$ cat src/owm_pkg.sv
// Shared types, codes and reset values for the one-wire bus master.
package owm_pkg;

    localparam int TICK_W   = 10;
    localparam int PULSE_W  = 6;
    localparam int BIT_W    = 3;
    localparam int CFG_IDX_W = 3;

    // Command codes carried in the func field
    localparam logic [1:0] FUNC_TICK  = 2'd0;
    localparam logic [1:0] FUNC_RESET = 2'd1;
    localparam logic [1:0] FUNC_WRITE = 2'd2;
    localparam logic [1:0] FUNC_READ  = 2'd3;

    // Configuration register indexes
    localparam logic [CFG_IDX_W-1:0] CFG_RESET_LOW     = 3'd0;
    localparam logic [CFG_IDX_W-1:0] CFG_PRESENCE_WAIT = 3'd1;
    localparam logic [CFG_IDX_W-1:0] CFG_PRESENCE_HOLD = 3'd2;
    localparam logic [CFG_IDX_W-1:0] CFG_WRITE_SLOT    = 3'd3;
    localparam logic [CFG_IDX_W-1:0] CFG_READ_SLOT     = 3'd4;
    localparam logic [CFG_IDX_W-1:0] CFG_SHORT_PULSE   = 3'd5;

    localparam logic [TICK_W-1:0]  RST_RESET_LOW     = 10'd550;
    localparam logic [TICK_W-1:0]  RST_PRESENCE_WAIT = 10'd40;
    localparam logic [TICK_W-1:0]  RST_PRESENCE_HOLD = 10'd240;
    localparam logic [TICK_W-1:0]  RST_WRITE_SLOT    = 10'd40;
    localparam logic [TICK_W-1:0]  RST_READ_SLOT     = 10'd70;
    localparam logic [PULSE_W-1:0] RST_SHORT_PULSE   = 6'd1;

    typedef enum logic [2:0] {
        PH_IDLE     = 3'd0,
        PH_RST_LOW  = 3'd1,
        PH_RST_WAIT = 3'd2,
        PH_RST_PRES = 3'd3,
        PH_RST_HOLD = 3'd4,
        PH_WRITE    = 3'd5,
        PH_READ     = 3'd6
    } t_phase;

    typedef struct packed {
        logic [1:0] func;
        logic [7:0] write_byte;
        logic       line_level;
    } t_in;

    typedef struct packed {
        logic       drive_low;
        logic       busy_res;
        logic       done_res;
        logic [7:0] read_byte;
    } t_out;

    typedef struct packed {
        logic [TICK_W-1:0]  reset_low_ticks;
        logic [TICK_W-1:0]  presence_wait_ticks;
        logic [TICK_W-1:0]  presence_hold_ticks;
        logic [TICK_W-1:0]  write_slot_ticks;
        logic [TICK_W-1:0]  read_slot_ticks;
        logic [PULSE_W-1:0] short_pulse_ticks;
    } t_cfg;

    // A programmed length of zero behaves as one tick
    function automatic logic [TICK_W-1:0] len_of(input logic [TICK_W-1:0] v);
        return (v == '0) ? TICK_W'(1) : v;
    endfunction

endpackage

$ cat src/owm_seq.sv
// Bus sequencer: phase, slot timer and shift register, one tick per step.
module owm_seq (
    input  logic           i_clk,
    input  logic           i_rst_n,
    input  logic           i_step,
    input  owm_pkg::t_in   i_item,
    input  owm_pkg::t_cfg  i_cfg,
    output owm_pkg::t_out  o_res
);

    owm_pkg::t_phase r_phase, n_phase;
    logic [owm_pkg::BIT_W-1:0]  r_bit, n_bit;
    logic [owm_pkg::TICK_W-1:0] r_tick, n_tick;
    logic [7:0]                 r_shift, n_shift;
    logic [7:0]                 r_last, n_last;

    owm_pkg::t_phase            ph;
    logic [owm_pkg::BIT_W-1:0]  bit_c;
    logic [owm_pkg::TICK_W-1:0] tick_c;
    logic [7:0]                 shift_c;
    logic [owm_pkg::TICK_W-1:0] tick_inc;
    logic [owm_pkg::TICK_W-1:0] cur_len;
    logic                       len_end;
    logic [owm_pkg::TICK_W-1:0] pulse_ext;
    logic [owm_pkg::TICK_W-1:0] rd_len;
    logic [owm_pkg::TICK_W-1:0] sample_at;
    logic                       pulse_on;

    // Command start on an idle tick: this same tick is the first of the sequence
    always_comb begin
        ph      = r_phase;
        bit_c   = r_bit;
        tick_c  = r_tick;
        shift_c = r_shift;
        if (r_phase == owm_pkg::PH_IDLE && i_item.func != owm_pkg::FUNC_TICK) begin
            tick_c = '0;
            bit_c  = '0;
            case (i_item.func)
                owm_pkg::FUNC_RESET: ph = owm_pkg::PH_RST_LOW;
                owm_pkg::FUNC_WRITE: begin
                    ph      = owm_pkg::PH_WRITE;
                    shift_c = i_item.write_byte;
                end
                default: begin
                    ph      = owm_pkg::PH_READ;
                    shift_c = '0;
                end
            endcase
        end
    end

    always_comb begin
        case (ph)
            owm_pkg::PH_RST_LOW:  cur_len = owm_pkg::len_of(i_cfg.reset_low_ticks);
            owm_pkg::PH_RST_WAIT: cur_len = owm_pkg::len_of(i_cfg.presence_wait_ticks);
            owm_pkg::PH_RST_HOLD: cur_len = owm_pkg::len_of(i_cfg.presence_hold_ticks);
            owm_pkg::PH_WRITE:    cur_len = owm_pkg::len_of(i_cfg.write_slot_ticks);
            default:              cur_len = owm_pkg::len_of(i_cfg.read_slot_ticks);
        endcase
    end

    assign tick_inc  = tick_c + owm_pkg::TICK_W'(1);
    assign len_end   = (tick_inc >= cur_len);
    assign pulse_ext = owm_pkg::TICK_W'(i_cfg.short_pulse_ticks);
    assign pulse_on  = (tick_c < pulse_ext);
    assign rd_len    = owm_pkg::len_of(i_cfg.read_slot_ticks);
    assign sample_at = (pulse_ext >= rd_len) ? rd_len - owm_pkg::TICK_W'(1) : pulse_ext;

    always_comb begin
        n_phase = ph;
        n_bit   = bit_c;
        n_tick  = tick_c;
        n_shift = shift_c;
        n_last  = r_last;
        case (ph)
            owm_pkg::PH_RST_LOW: begin
                n_tick = len_end ? '0 : tick_inc;
                if (len_end) begin
                    n_phase = owm_pkg::PH_RST_WAIT;
                end
            end
            owm_pkg::PH_RST_WAIT: begin
                n_tick = len_end ? '0 : tick_inc;
                if (len_end) begin
                    n_phase = owm_pkg::PH_RST_PRES;
                end
            end
            owm_pkg::PH_RST_PRES: begin
                if (!i_item.line_level) begin
                    n_phase = owm_pkg::PH_RST_HOLD;
                    n_tick  = '0;
                end
            end
            owm_pkg::PH_RST_HOLD: begin
                n_tick = len_end ? '0 : tick_inc;
                if (len_end) begin
                    n_phase = owm_pkg::PH_IDLE;
                end
            end
            owm_pkg::PH_WRITE: begin
                n_tick = len_end ? '0 : tick_inc;
                if (len_end) begin
                    n_shift = {1'b0, shift_c[7:1]};
                    if (bit_c == '1) begin
                        n_phase = owm_pkg::PH_IDLE;
                        n_bit   = '0;
                    end else begin
                        n_bit = bit_c + owm_pkg::BIT_W'(1);
                    end
                end
            end
            owm_pkg::PH_READ: begin
                // Sample only once the pulse is released; a still-driven line reads 0
                if (tick_c == sample_at) begin
                    n_shift = {i_item.line_level & ~pulse_on, shift_c[7:1]};
                end
                n_tick = len_end ? '0 : tick_inc;
                if (len_end) begin
                    if (bit_c == '1) begin
                        n_phase = owm_pkg::PH_IDLE;
                        n_bit   = '0;
                        n_last  = n_shift;
                    end else begin
                        n_bit = bit_c + owm_pkg::BIT_W'(1);
                    end
                end
            end
            default: n_phase = owm_pkg::PH_IDLE;
        endcase
    end

    always_comb begin
        o_res.busy_res = (ph != owm_pkg::PH_IDLE);
        o_res.done_res = (ph != owm_pkg::PH_IDLE) && (n_phase == owm_pkg::PH_IDLE);
        case (ph)
            owm_pkg::PH_RST_LOW: o_res.drive_low = 1'b1;
            owm_pkg::PH_WRITE:   o_res.drive_low = ~shift_c[0] | pulse_on;
            owm_pkg::PH_READ:    o_res.drive_low = pulse_on;
            default:             o_res.drive_low = 1'b0;
        endcase
        o_res.read_byte = n_last;
    end

    always_ff @(posedge i_clk) begin
        if (!i_rst_n) begin
            r_phase <= owm_pkg::PH_IDLE;
            r_bit   <= '0;
            r_tick  <= '0;
            r_shift <= '0;
            r_last  <= '0;
        end else if (i_step) begin
            r_phase <= n_phase;
            r_bit   <= n_bit;
            r_tick  <= n_tick;
            r_shift <= n_shift;
            r_last  <= n_last;
        end
    end

endmodule

$ cat src/one_wire_bus_master.sv
// Throughput: one tick per cycle while o_stall is low; the sequencer state is
// updated at accept. Each result is registered in the output register, or in
// the one skid entry while that register is held.
// o_stall rises only while both output entries are full.
// Reset (i_rst_n low, synchronous): bus idle, output empty, registers at their
// defaults (550, 40, 240, 40, 70, 1), last read byte 0.
module one_wire_bus_master (
    input  logic                          i_clk,
    input  logic                          i_rst_n,
    input  logic                          i_valid,
    output logic                          o_stall,
    input  owm_pkg::t_in                  i_data,
    output logic                          o_valid,
    input  logic                          i_stall,
    output owm_pkg::t_out                 o_data,
    input  logic                          i_cfg_valid,
    output logic                          o_cfg_ready,
    input  logic [owm_pkg::CFG_IDX_W-1:0] i_cfg_index,
    input  logic [owm_pkg::TICK_W-1:0]    i_cfg_data
);

    owm_pkg::t_cfg r_cfg;
    owm_pkg::t_out res;
    owm_pkg::t_out r_out, r_skid;
    logic          r_out_valid, r_skid_valid;
    logic          in_acc, out_pop;

    assign o_cfg_ready = 1'b1;

    always_ff @(posedge i_clk) begin
        if (!i_rst_n) begin
            r_cfg.reset_low_ticks     <= owm_pkg::RST_RESET_LOW;
            r_cfg.presence_wait_ticks <= owm_pkg::RST_PRESENCE_WAIT;
            r_cfg.presence_hold_ticks <= owm_pkg::RST_PRESENCE_HOLD;
            r_cfg.write_slot_ticks    <= owm_pkg::RST_WRITE_SLOT;
            r_cfg.read_slot_ticks     <= owm_pkg::RST_READ_SLOT;
            r_cfg.short_pulse_ticks   <= owm_pkg::RST_SHORT_PULSE;
        end else if (i_cfg_valid) begin
            case (i_cfg_index)
                owm_pkg::CFG_RESET_LOW:     r_cfg.reset_low_ticks     <= i_cfg_data;
                owm_pkg::CFG_PRESENCE_WAIT: r_cfg.presence_wait_ticks <= i_cfg_data;
                owm_pkg::CFG_PRESENCE_HOLD: r_cfg.presence_hold_ticks <= i_cfg_data;
                owm_pkg::CFG_WRITE_SLOT:    r_cfg.write_slot_ticks    <= i_cfg_data;
                owm_pkg::CFG_READ_SLOT:     r_cfg.read_slot_ticks     <= i_cfg_data;
                owm_pkg::CFG_SHORT_PULSE:
                    r_cfg.short_pulse_ticks <= i_cfg_data[owm_pkg::PULSE_W-1:0];
                default: ;
            endcase
        end
    end

    assign o_stall = r_skid_valid;
    assign in_acc  = i_valid & ~r_skid_valid;
    assign out_pop = r_out_valid & ~i_stall;

    owm_seq u_seq (
        .i_clk   (i_clk),
        .i_rst_n (i_rst_n),
        .i_step  (in_acc),
        .i_item  (i_data),
        .i_cfg   (r_cfg),
        .o_res   (res)
    );

    // Head register feeds the port; skid holds one transaction while the head is stalled
    always_ff @(posedge i_clk) begin
        if (!i_rst_n) begin
            r_out_valid  <= 1'b0;
            r_skid_valid <= 1'b0;
        end else if (out_pop) begin
            if (r_skid_valid) begin
                r_skid_valid <= 1'b0;
            end else begin
                r_out_valid <= in_acc;
            end
        end else if (in_acc) begin
            if (r_out_valid) begin
                r_skid_valid <= 1'b1;
            end else begin
                r_out_valid <= 1'b1;
            end
        end
    end

    always_ff @(posedge i_clk) begin
        if (out_pop) begin
            r_out <= r_skid_valid ? r_skid : res;
        end else if (in_acc && !r_out_valid) begin
            r_out <= res;
        end
        if (in_acc && r_out_valid && !out_pop) begin
            r_skid <= res;
        end
    end

    assign o_valid = r_out_valid;
    assign o_data  = r_out;

endmodule

$ cat config.mk
export PLATFORM = sky130hd
export DESIGN_NAME = one_wire_bus_master
export DESIGN_NICKNAME = d
export VERILOG_FILES = /design/src/owm_pkg.sv /design/src/owm_seq.sv /design/src/one_wire_bus_master.sv
export SDC_FILE = /design/constraint.sdc
export NUM_CORES = 1
export LEC_CHECK = 0
export ABC_AREA = 1
export BUFFER_PORTS_ARGS = -buffer_cell sky130_fd_sc_hd__buf_4
export CAP_MARGIN = 15
export CORE_ASPECT_RATIO = 1.5
export CORE_UTILIZATION = 55
export DETAILED_ROUTE_END_ITERATION = 7
export PLACE_DENSITY = 0.73
export SLEW_MARGIN = 20
export SYNTH_ARGS = -nofsm -noshare
export SYNTH_HDL_FRONTEND = slang
export SYNTH_SLANG_ARGS = --single-unit
$ cat constraint.sdc
create_clock -name i_clk -period 8.4 [get_ports i_clk]
set_input_delay 1.26 -clock i_clk [delete_from_list [all_inputs] [get_ports i_clk]]
set_output_delay 1.26 -clock i_clk [all_outputs]
set_load 0.005 [all_outputs]
======== Word level (Yosys, flattened, before mapping) ========
Index checks and enable logic that the tools add are counted.
operators by class
  $lt $le $gt $ge ......................... 3
  bitwise logic cells ..................... 9
  muxes and demuxes ....................... 39
  $mul .................................... 0
  reductions and logical operators ........ 30
  $add $sub $neg .......................... 3
  equality and inequality tests ........... 16
  shift operators ......................... 0
  div/mod/pow operators ................... 0
operator list
  operator                                                               count
  10-bit two-way mux                                                     9
  10-bit zero test                                                       5
  8-bit two-way mux                                                      6
  10-bit one-hot mux with 4 select lines                                 1
  11-bit two-way mux                                                     3
  3-bit two-way mux                                                      11
  8-bit one-hot mux with 2 select lines                                  2
  10-bit one-hot mux with 2 select lines                                 1
  3-bit equality test, second input constant                             6
  2-bit AND reduction                                                    8
  3-bit one-hot mux with 5 select lines                                  1
  3-bit by 2-bit equality test with 1-bit output, second input constant  4
  10-bit by 1-bit adder with 10-bit output, second input constant        1
  10-bit equality test                                                   1
  10-bit greater-or-equal comparator                                     1
  6-bit by 10-bit greater-or-equal comparator with 1-bit output          1
  10-bit by 6-bit < comparator with 1-bit output                         1
  10-bit by 1-bit subtractor with 10-bit output, second input constant   1
  3-bit zero test                                                        3
  3-bit by 1-bit equality test with 1-bit output, second input constant  2
  3-bit one-hot mux with 2 select lines                                  1
  2-bit nonzero test                                                     3
  1-bit logical AND                                                      5
  1-bit inverter                                                         5
  12 further kinds                                                       18
storage, ports and cells
  memory bits (writable) .................. 0
  ROM bits ................................ 0
  bits of input ports ..................... 29
  memories kept ........................... 0
  bits in registers ....................... 112
  bits in latches ......................... 0
  output and inout port bits .............. 14
  word-level logic and storage cells ...... 121

======== Longest topological paths before layout ========
Gate-level depths: netlist of run 1.
  word-level depth ........................ 12
  mapped depth ............................ 28
  mapped depth without buffers ............ 28

======== By module ========
Synthesis of run 1 repeated with hierarchy kept, for this count alone.
unflattened totals
  cell total of the unflattened synthesis .. 988
  area total of the unflattened synthesis .. 6857.8 sq um
by module, submodules not included
  module               instances  area an instance (sq um)  cells each  sequential area each (sq um)
  owm_seq              1          3842.4                    632         640.6
  one_wire_bus_master  1          3015.4                    356         1821.7

======== Least setup slack after synthesis of run 1 ========
OpenSTA, ideal clock, no wires.
  kind .................................... input-to-reg
  start ................................... input port i_data[9] (netlist bit)
  end ..................................... register r_out (netlist bit o_data[1]) (data pin)
  setup time .............................. 249 ps
  cell stages on the path ................. 25
  path buffers ............................ 1
  slack ................................... 3739 ps
  required time ........................... 8151 ps
  data arrival time ....................... 4412 ps
  cell sequence ........................... inv_1 ha_1 nor2_1 nand2_4 inv_2 a21oi_2 nor3_4 nor3_2 inv_2 buf_2 o21ai_1 ha_1 nand2_1 nor2_1 o211ai_1 o2111ai_1 nor2_1 inv_1 nand2_1 nor2_4 inv_1 nand2_1 nand3_1 nand2_1 inv_1
on the way
  word-level cells in the longest chain between the ends .. 10
  elaborated cells on any way between the ends .. 27
  classes of those cells .................. add/sub (1); order compare (1); eq/ne (9); mux (14); reduce/logical (2)
ends and longest elaborated chain
  what                                                                                              RTL line                                              source
  from (decl)                                                                                       one_wire_bus_master.sv:12                             input owm_pkg::t_in i_data,
  parallel branches: the longest is 7 deep, another holds 10-bit by 1-bit adder with 10-bit output  --
  8-bit two-way mux (*)                                                                             owm_seq.sv:75                                         case (ph)
  11-bit two-way mux, on equally long branches                                                      one_wire_bus_master.sv:88, one_wire_bus_master.sv:87
  11-bit two-way mux (*)                                                                            one_wire_bus_master.sv:86                             if (out_pop) begin
  to (signal assigned)                                                                              one_wire_bus_master.sv:87                             r_out <= r_skid_valid ? r_skid : res;
  to (signal assigned)                                                                              one_wire_bus_master.sv:89                             r_out <= res;
  to (decl)                                                                                         one_wire_bus_master.sv:24                             owm_pkg::t_out r_out, r_skid;
Mark *: on every way between the ends. The select of a mux whose other input is x is not followed.
A chain may end at the register's enable or synchronous reset.

======== Worst setup path after layout of run 1 ========
  start ................................... input port i_data[9] (netlist bit)
  end ..................................... register r_out (netlist bit o_data[3]) (data pin)
Same word-level chain as after synthesis.

==> results of run 1 <==
## worst max-delay path, delay by kind of cell
kind            cells  cell delay (ns)
fa+ha+maj           2             0.43
compound gates      5             0.82
buf+inv             7             0.92
simple gates       12             1.83
## logic make-up (layout without fill, tap and decap cells)
kind of cell               count (synthesis)  count (layout)
adders and majority gates                 29              29
and+or+nand+nor                          407             407
buffers and inverters                    152             188
DFF                                      112             112
xor gates and xnor gates                  11              11
other                                      1               1
AOI/OAI and AO/OA                        208             208
## flip-flops by register name (all words and copies together), names as in the netlist, 3 cells and up
register / flops
r_skid: 11
u_seq.r_tick: 10
u_seq.r_phase: 3
u_seq.r_bit: 3
o_data: 11
r_cfg: 56
u_seq.r_last: 8
u_seq.r_shift: 8
## cell usage after synthesis (5+ instances only)
cell type                  instances
sky130_fd_sc_hd__nand3_1          74
sky130_fd_sc_hd__a21oi_1          61
sky130_fd_sc_hd__ha_1             29
sky130_fd_sc_hd__nor2_1          115
sky130_fd_sc_hd__inv_2            12
sky130_fd_sc_hd__nor2_2            8
sky130_fd_sc_hd__o21ai_0          82
sky130_fd_sc_hd__inv_1           113
sky130_fd_sc_hd__edfxtp_1         22
sky130_fd_sc_hd__nand4_1          16
sky130_fd_sc_hd__a32oi_1           7
sky130_fd_sc_hd__nor3_1            8
sky130_fd_sc_hd__nor4_1            9
sky130_fd_sc_hd__o211ai_1         14
sky130_fd_sc_hd__o21ai_1          14
sky130_fd_sc_hd__a22oi_1           5
sky130_fd_sc_hd__a211oi_1          6
sky130_fd_sc_hd__nand2_1         154
sky130_fd_sc_hd__clkbuf_1         22
sky130_fd_sc_hd__xor2_1           11
sky130_fd_sc_hd__or2_2             8
sky130_fd_sc_hd__dfxtp_1          90
## routing by layer
metal | track usage | vias up
met5 | 0 | -
met3 | 0.0387 | 58
met1 | 0.331 | 2914
met2 | 0.572 | 220
met4 | 0.173 | 0
li1 | - | 3164
## path summary, 6_finish.rpt
check / slack, ns / startpoint / endpoint
min: 0.47 / u_seq.r_bit[2] / u_seq.r_bit[2]
min reg2reg: 0.47 / u_seq.r_bit[2] / u_seq.r_bit[2]
max: 3.24 / i_data[9] / o_data[3]
max reg2reg: 4.06 / u_seq.r_phase[1] / o_data[3]
## where the power goes
group | switching, W | total, W | internal, W
combinational | 0.000259 | 0.000382 | 0.000123
clock | 0.000225 | 0.000469 | 0.000244
sequential | 0.0000218 | 0.000609 | 0.000587
## through the flow
step | area [um2] | setup WS (ns)
after floorplan | 6540 | 3.74
after global placement | 6960 | 3.00
after detailed placement | 6960 | 2.96
after CTS | 7290 | 3.33
after global routing | 7290 | 2.74
final | 7290 | 3.24
## cell type report
| cell class | count | area, um2 |
|---|---|---|
| Clock inverter | 7 | 105 |
| Multi-Input combinational cell | 656 | 3500 |
| Sequential cell | 112 | 2460 |
| Timing Repair Buffer | 45 | 338 |
| Inverter | 127 | 477 |
| Fill cell | 1101 | 4240 |
| Clock buffer | 9 | 225 |
| Tap cell | 150 | 188 |
==> impl_results.md, run 1 <==
- Result of the run: finished, final reports clean
- Worst-Skew Late Latency: ~0.36 ns
- Arrival time of the worst setup path: ~5.3 ns
- Effective utilization at floorplan: 0.567
- DRT Pass-1 Iters: 5
- Wirelength per Cell: around 17 um
- Clock H-tree levels: 3
- Static power due to leakage: roughly 3.3 nW
- Crit path capture type: flip-flop
- Total global routing overflow: 0
- Top post-synthesis cells by area: sky130_fd_sc_hd__dfxtp_1, sky130_fd_sc_hd__edfxtp_1, sky130_fd_sc_hd__nand2_1
- Worst Path Max Fanout: 13
- Area share of fa/ha/maj cells after synthesis: 0.0554
- Tmin final: ~5.2 ns
- DR WL met2: ~9.7 mm
- Post-detailed-route count of antenna-violating nets: 0
- Ratio of total power to cell area: 200 mW/mm2
- Maximum buffer depth of the clock tree: 2
- Met3 WL post-DR: ~820 um
- Clock tree from TritonCTS: done
- Fraction of synthesized cell area in xor and xnor cells: 0.0147
- Slowest Stage Delay on Critical Path: about 0.47 ns
- Post-Place Cells: 1090
- Cell taking the most area after synthesis: sky130_fd_sc_hd__dfxtp_1
- Synth Area per Inst: 7.11 um2
- Portion of netlist area occupied by mux cells: 0
- Die X: 91.1 um
- First-pass GRT wire length: approximately 29 mm
- Number of cells on the worst hold path: 2
- CTS buffer count: 9
- Compound-Gate Fraction of Synth Area: 0.181
- Fmax achieved: 194 MHz
- Count of inserted antenna diode cells: 0
- Gpl congestion: roughly 0.96
- Detailed Route WL: approximately 18 mm
- Cell chosen for the clock root: sky130_fd_sc_hd__clkbuf_16
- Leading register cell type out of synthesis: sky130_fd_sc_hd__dfxtp_1
- Final Instance Count excl. Fillers: approximately 1100
- Final TNS setup: 0 ns
- Hold violation count in the final report: 0
- Fraction of the cycle the final worst path needs: 0.614
- Number of enable-type register cells in the synthesized netlist: 22
- Fraction of layout cells with a size suffix above 1: 0.110
- Async set-or-reset flop fraction in the synthesized netlist: 0
- Global-route total usage across every layer: 0.307
- Max Transition Viols Final: 0
- Utilization after layout: 0.632
- DRC viols: 0
- Unrepaired setup endpoints after global routing: false
- Core region area: between 0.01 and 0.015 mm2
- Clock sink count: about 110
- CTS clock-pin slew for the worst setup and hold paths: 0.08 ns
- Die area: approximately 0.012 mm2
- Max Used Layer: met4
- Element type at the critical path start: input pin
- Number of distinct library cell variants in the gate-level netlist after synthesis: 48
- Cell type of the slowest stage on the worst timing path: sky130_fd_sc_hd__nor3_4
- Via count normalized by instance count: 5.75
- Area delta synth->final: 11.5%
- Power, Total: ~0.0015 W
- Count of port buffers added during placement: a little over 40
- Number of instances in the synthesized netlist: slightly above 900
- Met1 wire length: 6.99 mm
- Top-area cell type share of the netlist area: 0.275
- Number of top-level design ports: between 40 and 50
- Initial antenna violation count: 0
- Number of buffers inserted to repair setup after CTS: 0
- Required time at the worst-slack endpoint: between 8 and 9 ns
- Max cap viols: 0
- Sequential fraction of the synthesis area: 0.376
- Final net count: just over 1000
- Transition time at the pin with the least slew margin: about 0.68 ns
- Flops & latches, synth: approximately 110
- Worst min path class: reg -> reg
- Maximum number of pins on one net before global-route repair: between 70 and 80
- Max IR drop VDD: 0.000135 V
- Commonest cells after routing, fill and taps aside: sky130_fd_sc_hd__nand2_1, sky130_fd_sc_hd__nor2_1, sky130_fd_sc_hd__inv_1
- Setup skew after layout: 0.0110 ns
- Setup CP Type: in -> reg
- Number of cell instances on the worst register-to-register path: 23
- Total of cells resized after clock tree synthesis: 0
- Initial DRC count: ~440
- Dpl hpwl: about 14 mm
- Via count of the routed design: ~6400
- Vertical die dimension: about 140 um
- Number of warning messages in the yosys log: 0
- Finish-stage setup viols: 0
- Dominant combinational cell family by area after synthesis: simple AND/OR/NAND/NOR gates
- Vias in the first global route: a little under 6000
- Most common library cell in the layout ignoring fill and taps: sky130_fd_sc_hd__nand2_1
- Num rows: 48
- Area of the mapped netlist: between 0.006 and 0.007 mm2
- Final hold slack: 0.472 ns
- Post-synthesis simple-gate area fraction: 0.282
- Nets in the synthesized netlist: 978
- Slew margin rel.: 0.545
- Post-CTS Hold Buffers: 0
(Power assumes the default switching activity.)
==> inputs of run 2 (changes only) <==
--- a/config.mk
+++ b/config.mk
@@ -11,7 +11,7 @@
 export CORE_ASPECT_RATIO = 1.5
 export CORE_UTILIZATION = 55
 export DETAILED_ROUTE_END_ITERATION = 7
-export PLACE_DENSITY = 0.73
+export PLACE_DENSITY = 0.76
 export SLEW_MARGIN = 20
 export SYNTH_ARGS = -nofsm -noshare
 export SYNTH_HDL_FRONTEND = slang
==> constraint.sdc (replaced) <==
create_clock -name i_clk -period 4.4 [get_ports i_clk]
set_input_delay 0.66 -clock i_clk [delete_from_list [all_inputs] [get_ports i_clk]]
set_output_delay 0.66 -clock i_clk [all_outputs]
set_load 0.005 [all_outputs]
==> impl_results.md, run 2 (synthesis results as in run 1) <==
- Global-route total usage across every layer: 0.294
- Worst slack, placed: -0.189 ns
- Max FFs per register: 56
- Count of inserted antenna diode cells: 0
- Cell seen most often among critical-path stages: sky130_fd_sc_hd__nor2_1
- Number of cells on the worst hold path: 2
- Post-route cell area: ~0.0074 mm2
- Hold violation count in the final report: 0
- Fmax achieved: roughly 250 MHz
- Placed instance area: ~0.0071 mm2
- Max Transition Viols Final: 0
- Maximum buffer depth of the clock tree: 2
- Initial antenna violation count: 0
- Slew margin rel.: 0.522
- Max cap viols: 0
- DRC viols: 0
- Final net count: 1028
- Final Instance Count excl. Fillers: 1125
- Post-Place Cells: about 1100
- Required time at the worst-slack endpoint: 4.49 ns
- Result of the run: finished, final reports clean
- Total global routing overflow: 0
- Num rows: between 40 and 50
- Worst min path class: reg -> reg
- Die area: about 0.012 mm2
- Transition time at the pin with the least slew margin: just over 0.7 ns
- First-pass GRT wire length: between 20 and 30 mm
- Worst-Skew Late Latency: roughly 0.35 ns
- Die X: a little over 90 um
- Vertical die dimension: about 140 um
- Count of port buffers added during placement: around 40
- Fill cell count: 1063
- Finish-stage setup viols: 0
- Element type at the critical path start: input pin
- Reg-to-reg slack, setup: between 0.5 and 0.6 ns
- Initial DRC count: between 300 and 400
- Clock tree from TritonCTS: done
- Register ranked first by flip-flop count: r_cfg
- Ratio of total power to cell area: approximately 370 mW/mm2
- Vias in the first global route: roughly 5800
- End point of the most critical hold path: u_seq.r_tick[0]
- Post-CTS Hold Buffers: 0
- Cell chosen for the clock root: sky130_fd_sc_hd__clkbuf_16
- Tmin final: approximately 4.0 ns
- Gpl congestion: ~0.95
- Wirelength per Cell: around 16 um
- Beginning of the worst register-to-register path: u_seq.r_phase[1]
- Dpl hpwl: roughly 13 mm
- DRT Pass-1 Iters: 6
- Effective utilization at floorplan: 0.567
- Area delta synth->final: 13.5%
- Static power due to leakage: between 3 and 4 nW
- Fraction of the cycle the final worst path needs: 0.902
- Capturing point of the worst reg2reg path: o_data[8]
- Worst Min Path Start: u_seq.r_tick[0]
- Unrepaired setup endpoints after global routing: false
- Most common library cell in the layout ignoring fill and taps: sky130_fd_sc_hd__nand2_1
- Cell type of the slowest stage on the worst timing path: sky130_fd_sc_hd__ha_1
- Slowest Stage Delay on Critical Path: 0.32 ns
- Maximum number of pins on one net before global-route repair: 73
- CTS clock-pin slew for the worst setup and hold paths: 0.08 ns
- Detailed Route WL: between 15 and 20 mm
- Final hold slack: 0.479 ns
- Setup skew after layout: 0.00943 ns
- Clock H-tree levels: 3
- Via count of the routed design: 6375
- Crit path capture type: flip-flop
- Number of cell instances on the worst register-to-register path: 24
- Post-detailed-route count of antenna-violating nets: 0
- Setup slack of the critical path after layout: approximately 0.43 ns
- Number of top-level design ports: between 40 and 50
- Arrival time of the worst setup path: just over 4 ns
- Setup CP Type: in -> reg
- CTS buffer count: 9
- Worst Path Max Fanout: 13
- Fraction of layout cells with a size suffix above 1: 0.131
- Clock sink count: ~110
- Max IR drop VDD: between 0.0002 and 0.00025 V
- Core region area: roughly 0.012 mm2
- Commonest cells after routing, fill and taps aside: sky130_fd_sc_hd__nand2_1, sky130_fd_sc_hd__nor2_1, sky130_fd_sc_hd__inv_1
- Via count normalized by instance count: approximately 5.7
==> run 2: cell count changes in the layout (fill, tap and decap cells not counted), moves of 2 or more <==
cell and change:
sky130_fd_sc_hd__buf_4 +18, sky130_fd_sc_hd__nor3_2 +2, sky130_fd_sc_hd__nor3_1 -2, sky130_fd_sc_hd__clkinv_4 +2, sky130_fd_sc_hd__inv_8 -2
==> run 2: area by class of cell <==
cell class	instances	area [um2]	area share
multi-input cells	657	3530	0.476
well taps	150	188	0.0253
clock inverters	6	62.6	0.00842
repair buffers	63	473	0.0637
flip-flops and latches	112	2460	0.332
inverters	127	477	0.0642
clock buffers	10	230	0.0310
==> run 2: metrics by stage <==
stage	total power, W	TNS, ns	utilization
after floorplan	0.00168	0	-
after global placement	0.00193	-1.42	0.615
after detailed placement	0.00193	-3.17	0.615
after CTS	0.00273	0	0.640
after global routing	0.00288	0	0.644
final	0.00273	0	0.644
==> run 2: power breakdown <==
part           internal (W)  total (W)  switching, W
sequential          0.00112    0.00116     0.0000406
combinational      0.000272   0.000771      0.000499
clock              0.000402   0.000799      0.000396
==> run 2: routing by layer <==
metal | part of all wire | routed length (um) | GRT usage | vias to the layer above
met5 | 0 | 0 | 0 | -
li1 | - | - | - | 3201
met4 | 0.059 | 1040 | 0.185 | 0
met2 | 0.52 | 9060 | 0.533 | 208
met1 | 0.38 | 6730 | 0.323 | 2908
met3 | 0.039 | 681 | 0.0382 | 58
==> run 2: repair_timing <==
item	4_1_cts	5_1_grt
setup buffers	0	1
endpoints found under the hold margin	0	0
endpoints found under the setup margin	0	33
resized for setup	0	7
==> run 2: critical path, delay by kind of cell <==
family | cells | cell delay (ns)
compound gates | 6 | 0.78
simple gates | 12 | 1.35
buf+inv | 6 | 0.75
fa+ha+maj | 2 | 0.52
==> run 2: worst max-delay path by stage <==
stage	from	to	slack, ns
floorplan	i_data[9]	o_data[1]	0.34
global placement	i_data[9]	o_data[7]	-0.12
detailed placement	i_data[9]	o_data[1]	-0.19
CTS	i_data[9]	o_data[1]	0.18
global route	i_data[9]	o_data[6]	0.009
finish	i_data[9]	o_data[8]	0.43
==> inputs of run 3 (changes only) <==
--- a/config.mk
+++ b/config.mk
@@ -9,9 +9,8 @@
 export BUFFER_PORTS_ARGS = -buffer_cell sky130_fd_sc_hd__buf_4
 export CAP_MARGIN = 15
 export CORE_ASPECT_RATIO = 1.5
-export CORE_UTILIZATION = 55
+export CORE_UTILIZATION = 30
 export DETAILED_ROUTE_END_ITERATION = 7
-export PLACE_DENSITY = 0.76
 export SLEW_MARGIN = 20
 export SYNTH_ARGS = -nofsm -noshare
 export SYNTH_HDL_FRONTEND = slang
==> impl_results.md, run 3 (synthesis results as in run 1) <==
- Clock sink count: approximately 110
- Via count normalized by instance count: 5.07
- Worst-Skew Late Latency: about 0.36 ns
- Worst min path class: reg -> reg
- Effective utilization at floorplan: 0.308
- Final TNS setup: 0 ns
- Number of top-level design ports: 43
- Setup skew after layout: 0.00767 ns
- Commonest cells after routing, fill and taps aside: sky130_fd_sc_hd__nand2_1, sky130_fd_sc_hd__nor2_1, sky130_fd_sc_hd__inv_1
- Finish-stage setup viols: 0
- Detailed Route WL: roughly 19 mm
- Total of cells resized after clock tree synthesis: 0
- Area of all sequential standard cells: approximately 0.0025 mm2
- DRT Pass-1 Iters: 6
- Clock tree from TritonCTS: done
- Number of buffers inserted to repair setup after CTS: 0
- DRC viols: 0
- Area of the multi-input gates: between 0.003 and 0.004 mm2
- Die area: between 0.02 and 0.025 mm2
- Clock H-tree levels: 3
- CTS clock-pin slew for the worst setup and hold paths: about 0.070 ns
- Num rows: 65
- Number of cell instances on the worst register-to-register path: 22
- Worst Min Path Start: u_seq.r_tick[8]
- Dpl hpwl: approximately 15 mm
- Transition time at the pin with the least slew margin: around 1.1 ns
- Capturing point of the worst reg2reg path: o_data[3]
- Worst slack, placed: 0.160 ns
- Most common library cell in the layout ignoring fill and taps: sky130_fd_sc_hd__nand2_1
- Post-detailed-route count of antenna-violating nets: 0
- Max cap viols: 0
- CTS buffer count: 9
- Worst Path Max Fanout: 9
- Gpl congestion: 0.927
- Crit path capture type: flip-flop
- Final net count: about 1000
- Tmin final: between 3 and 4 ns
- Final hold slack: 0.469 ns
- Wirelength per Cell: between 15 and 20 um
- Maximum number of pins on one net before global-route repair: 73
- Cell chosen for the clock root: sky130_fd_sc_hd__clkbuf_16
- Via count of the routed design: roughly 6300
- Element type at the critical path start: input pin
- Post-Place Cells: between 1000 and 1500
- Vias in the first global route: approximately 6000
- Fraction of layout cells with a size suffix above 1: 0.131
- Fraction of the cycle the final worst path needs: 0.884
- Core region area: 0.0212 mm2
- Final Instance Count excl. Fillers: 1247
- Unrepaired setup endpoints after global routing: false
- Fmax achieved: around 260 MHz
- Vertical die dimension: roughly 180 um
- Result of the run: finished, final reports clean
- Arrival time of the worst setup path: between 4 and 5 ns
- Maximum buffer depth of the clock tree: 2
- Count of inserted antenna diode cells: 0
- Global-route total usage across every layer: 0.175
- Setup slack of the critical path after layout: 0.509 ns
- Max FFs per register: 56
- Post-CTS Hold Buffers: 0
- Static power due to leakage: around 3.4 nW
- First-pass GRT wire length: between 30 and 40 mm
- Critical path capture point: o_data[6]
- Beginning of the worst register-to-register path: r_cfg[14]
- Count of port buffers added during placement: 41
- Max IR drop VDD: between 0.00015 and 0.0002 V
- Hold violation count in the final report: 0
- Power, Total: between 0.002 and 0.003 W
- Required time at the worst-slack endpoint: 4.52 ns
- Area delta synth->final: 15.9%
- Max Transition Viols Final: 0
- Beginning of the critical path: i_data[9]
- Register ranked first by flip-flop count: r_cfg
- Slew margin rel.: 0.285
- Fill cell count: 2293
- Ratio of total power to cell area: approximately 370 mW/mm2
- Die X: 123 um
- Total global routing overflow: 0
- Initial DRC count: between 300 and 400
- Setup CP Type: in -> reg
- Reg-to-reg slack, setup: between 0.6 and 0.7 ns
- Initial antenna violation count: 0
==> run 3: cell count changes in the layout (fill, tap and decap cells not counted), sizes merged <==
cell,previous run,this run
nor2,127,126
clkinvlp,0,1
clkbuf,10,11
buf,63,68
clkinv,5,4
inv,128,127
==> run 3: area by class of cell <==
class                   instances  area share
multi-input cells             656       0.461
clock buffers                  11      0.0348
well taps                     268      0.0442
repair buffers                 68      0.0673
inverters                     127      0.0629
clock inverters                 5     0.00478
flip-flops and latches        112       0.325
==> run 3: critical path, stage by stage <==
cell and delay (ns):
sky130_fd_sc_hd__buf_4 0.09, sky130_fd_sc_hd__inv_1 0.05, sky130_fd_sc_hd__ha_1 0.21, sky130_fd_sc_hd__nor2_1 0.17, sky130_fd_sc_hd__nand2_4 0.11, sky130_fd_sc_hd__nor2_4 0.11, sky130_fd_sc_hd__nor2_2 0.06, sky130_fd_sc_hd__inv_2 0.11
sky130_fd_sc_hd__nor3_4 0.05, sky130_fd_sc_hd__buf_4 0.17, sky130_fd_sc_hd__inv_2 0.09, sky130_fd_sc_hd__o22ai_1 0.07, sky130_fd_sc_hd__a2111oi_0 0.39, sky130_fd_sc_hd__buf_4 0.19, sky130_fd_sc_hd__ha_1 0.22, sky130_fd_sc_hd__nand2_1 0.07
sky130_fd_sc_hd__nor2_1 0.04, sky130_fd_sc_hd__o211ai_1 0.07, sky130_fd_sc_hd__o2111ai_1 0.12, sky130_fd_sc_hd__nor2_1 0.15, sky130_fd_sc_hd__inv_1 0.09, sky130_fd_sc_hd__nand2_1 0.16, sky130_fd_sc_hd__nor2_4 0.06, sky130_fd_sc_hd__buf_4 0.15
sky130_fd_sc_hd__nand3_1 0.13, sky130_fd_sc_hd__nand3_1 0.08, sky130_fd_sc_hd__nand2_1 0.08, sky130_fd_sc_hd__inv_1 0.03
==> run 3: routing by layer <==
layer	track usage	up-vias	wire length (um)
met2	0.317	194	9650
li1	-	3219	-
met1	0.199	2863	7760
met5	0	-	0
met4	0.0820	0	652
met3	0.0233	51	741
==> run 3: worst min-delay path by stage <==
stage	end	cells past startpoint
floorplan	u_seq.r_tick[8]	2
global placement	u_seq.r_tick[0]	2
detailed placement	u_seq.r_bit[2]	2
CTS	u_seq.r_tick[0]	2
global route	r_cfg[25]	2
finish	u_seq.r_tick[8]	2
==> run 3: through the flow <==
stage          utilization  area (um2)
3_5_place_dp         0.343        7280
4_1_cts              0.357        7580
5_1_grt              0.357        7580
2_1_floorplan            -        6540
3_3_place_gp         0.343        7280
6_report             0.357        7580
==> run 3: report_power, final <==
group	switching (W)	leakage [nW]	internal (W)	total (W)
sequential	0.0000390	0.948	0.00112	0.00116
combinational	0.000504	2.30	0.000282	0.000786
clock	0.000401	0.148	0.000438	0.000839
total	0.000944	3.40	0.00184	0.00278
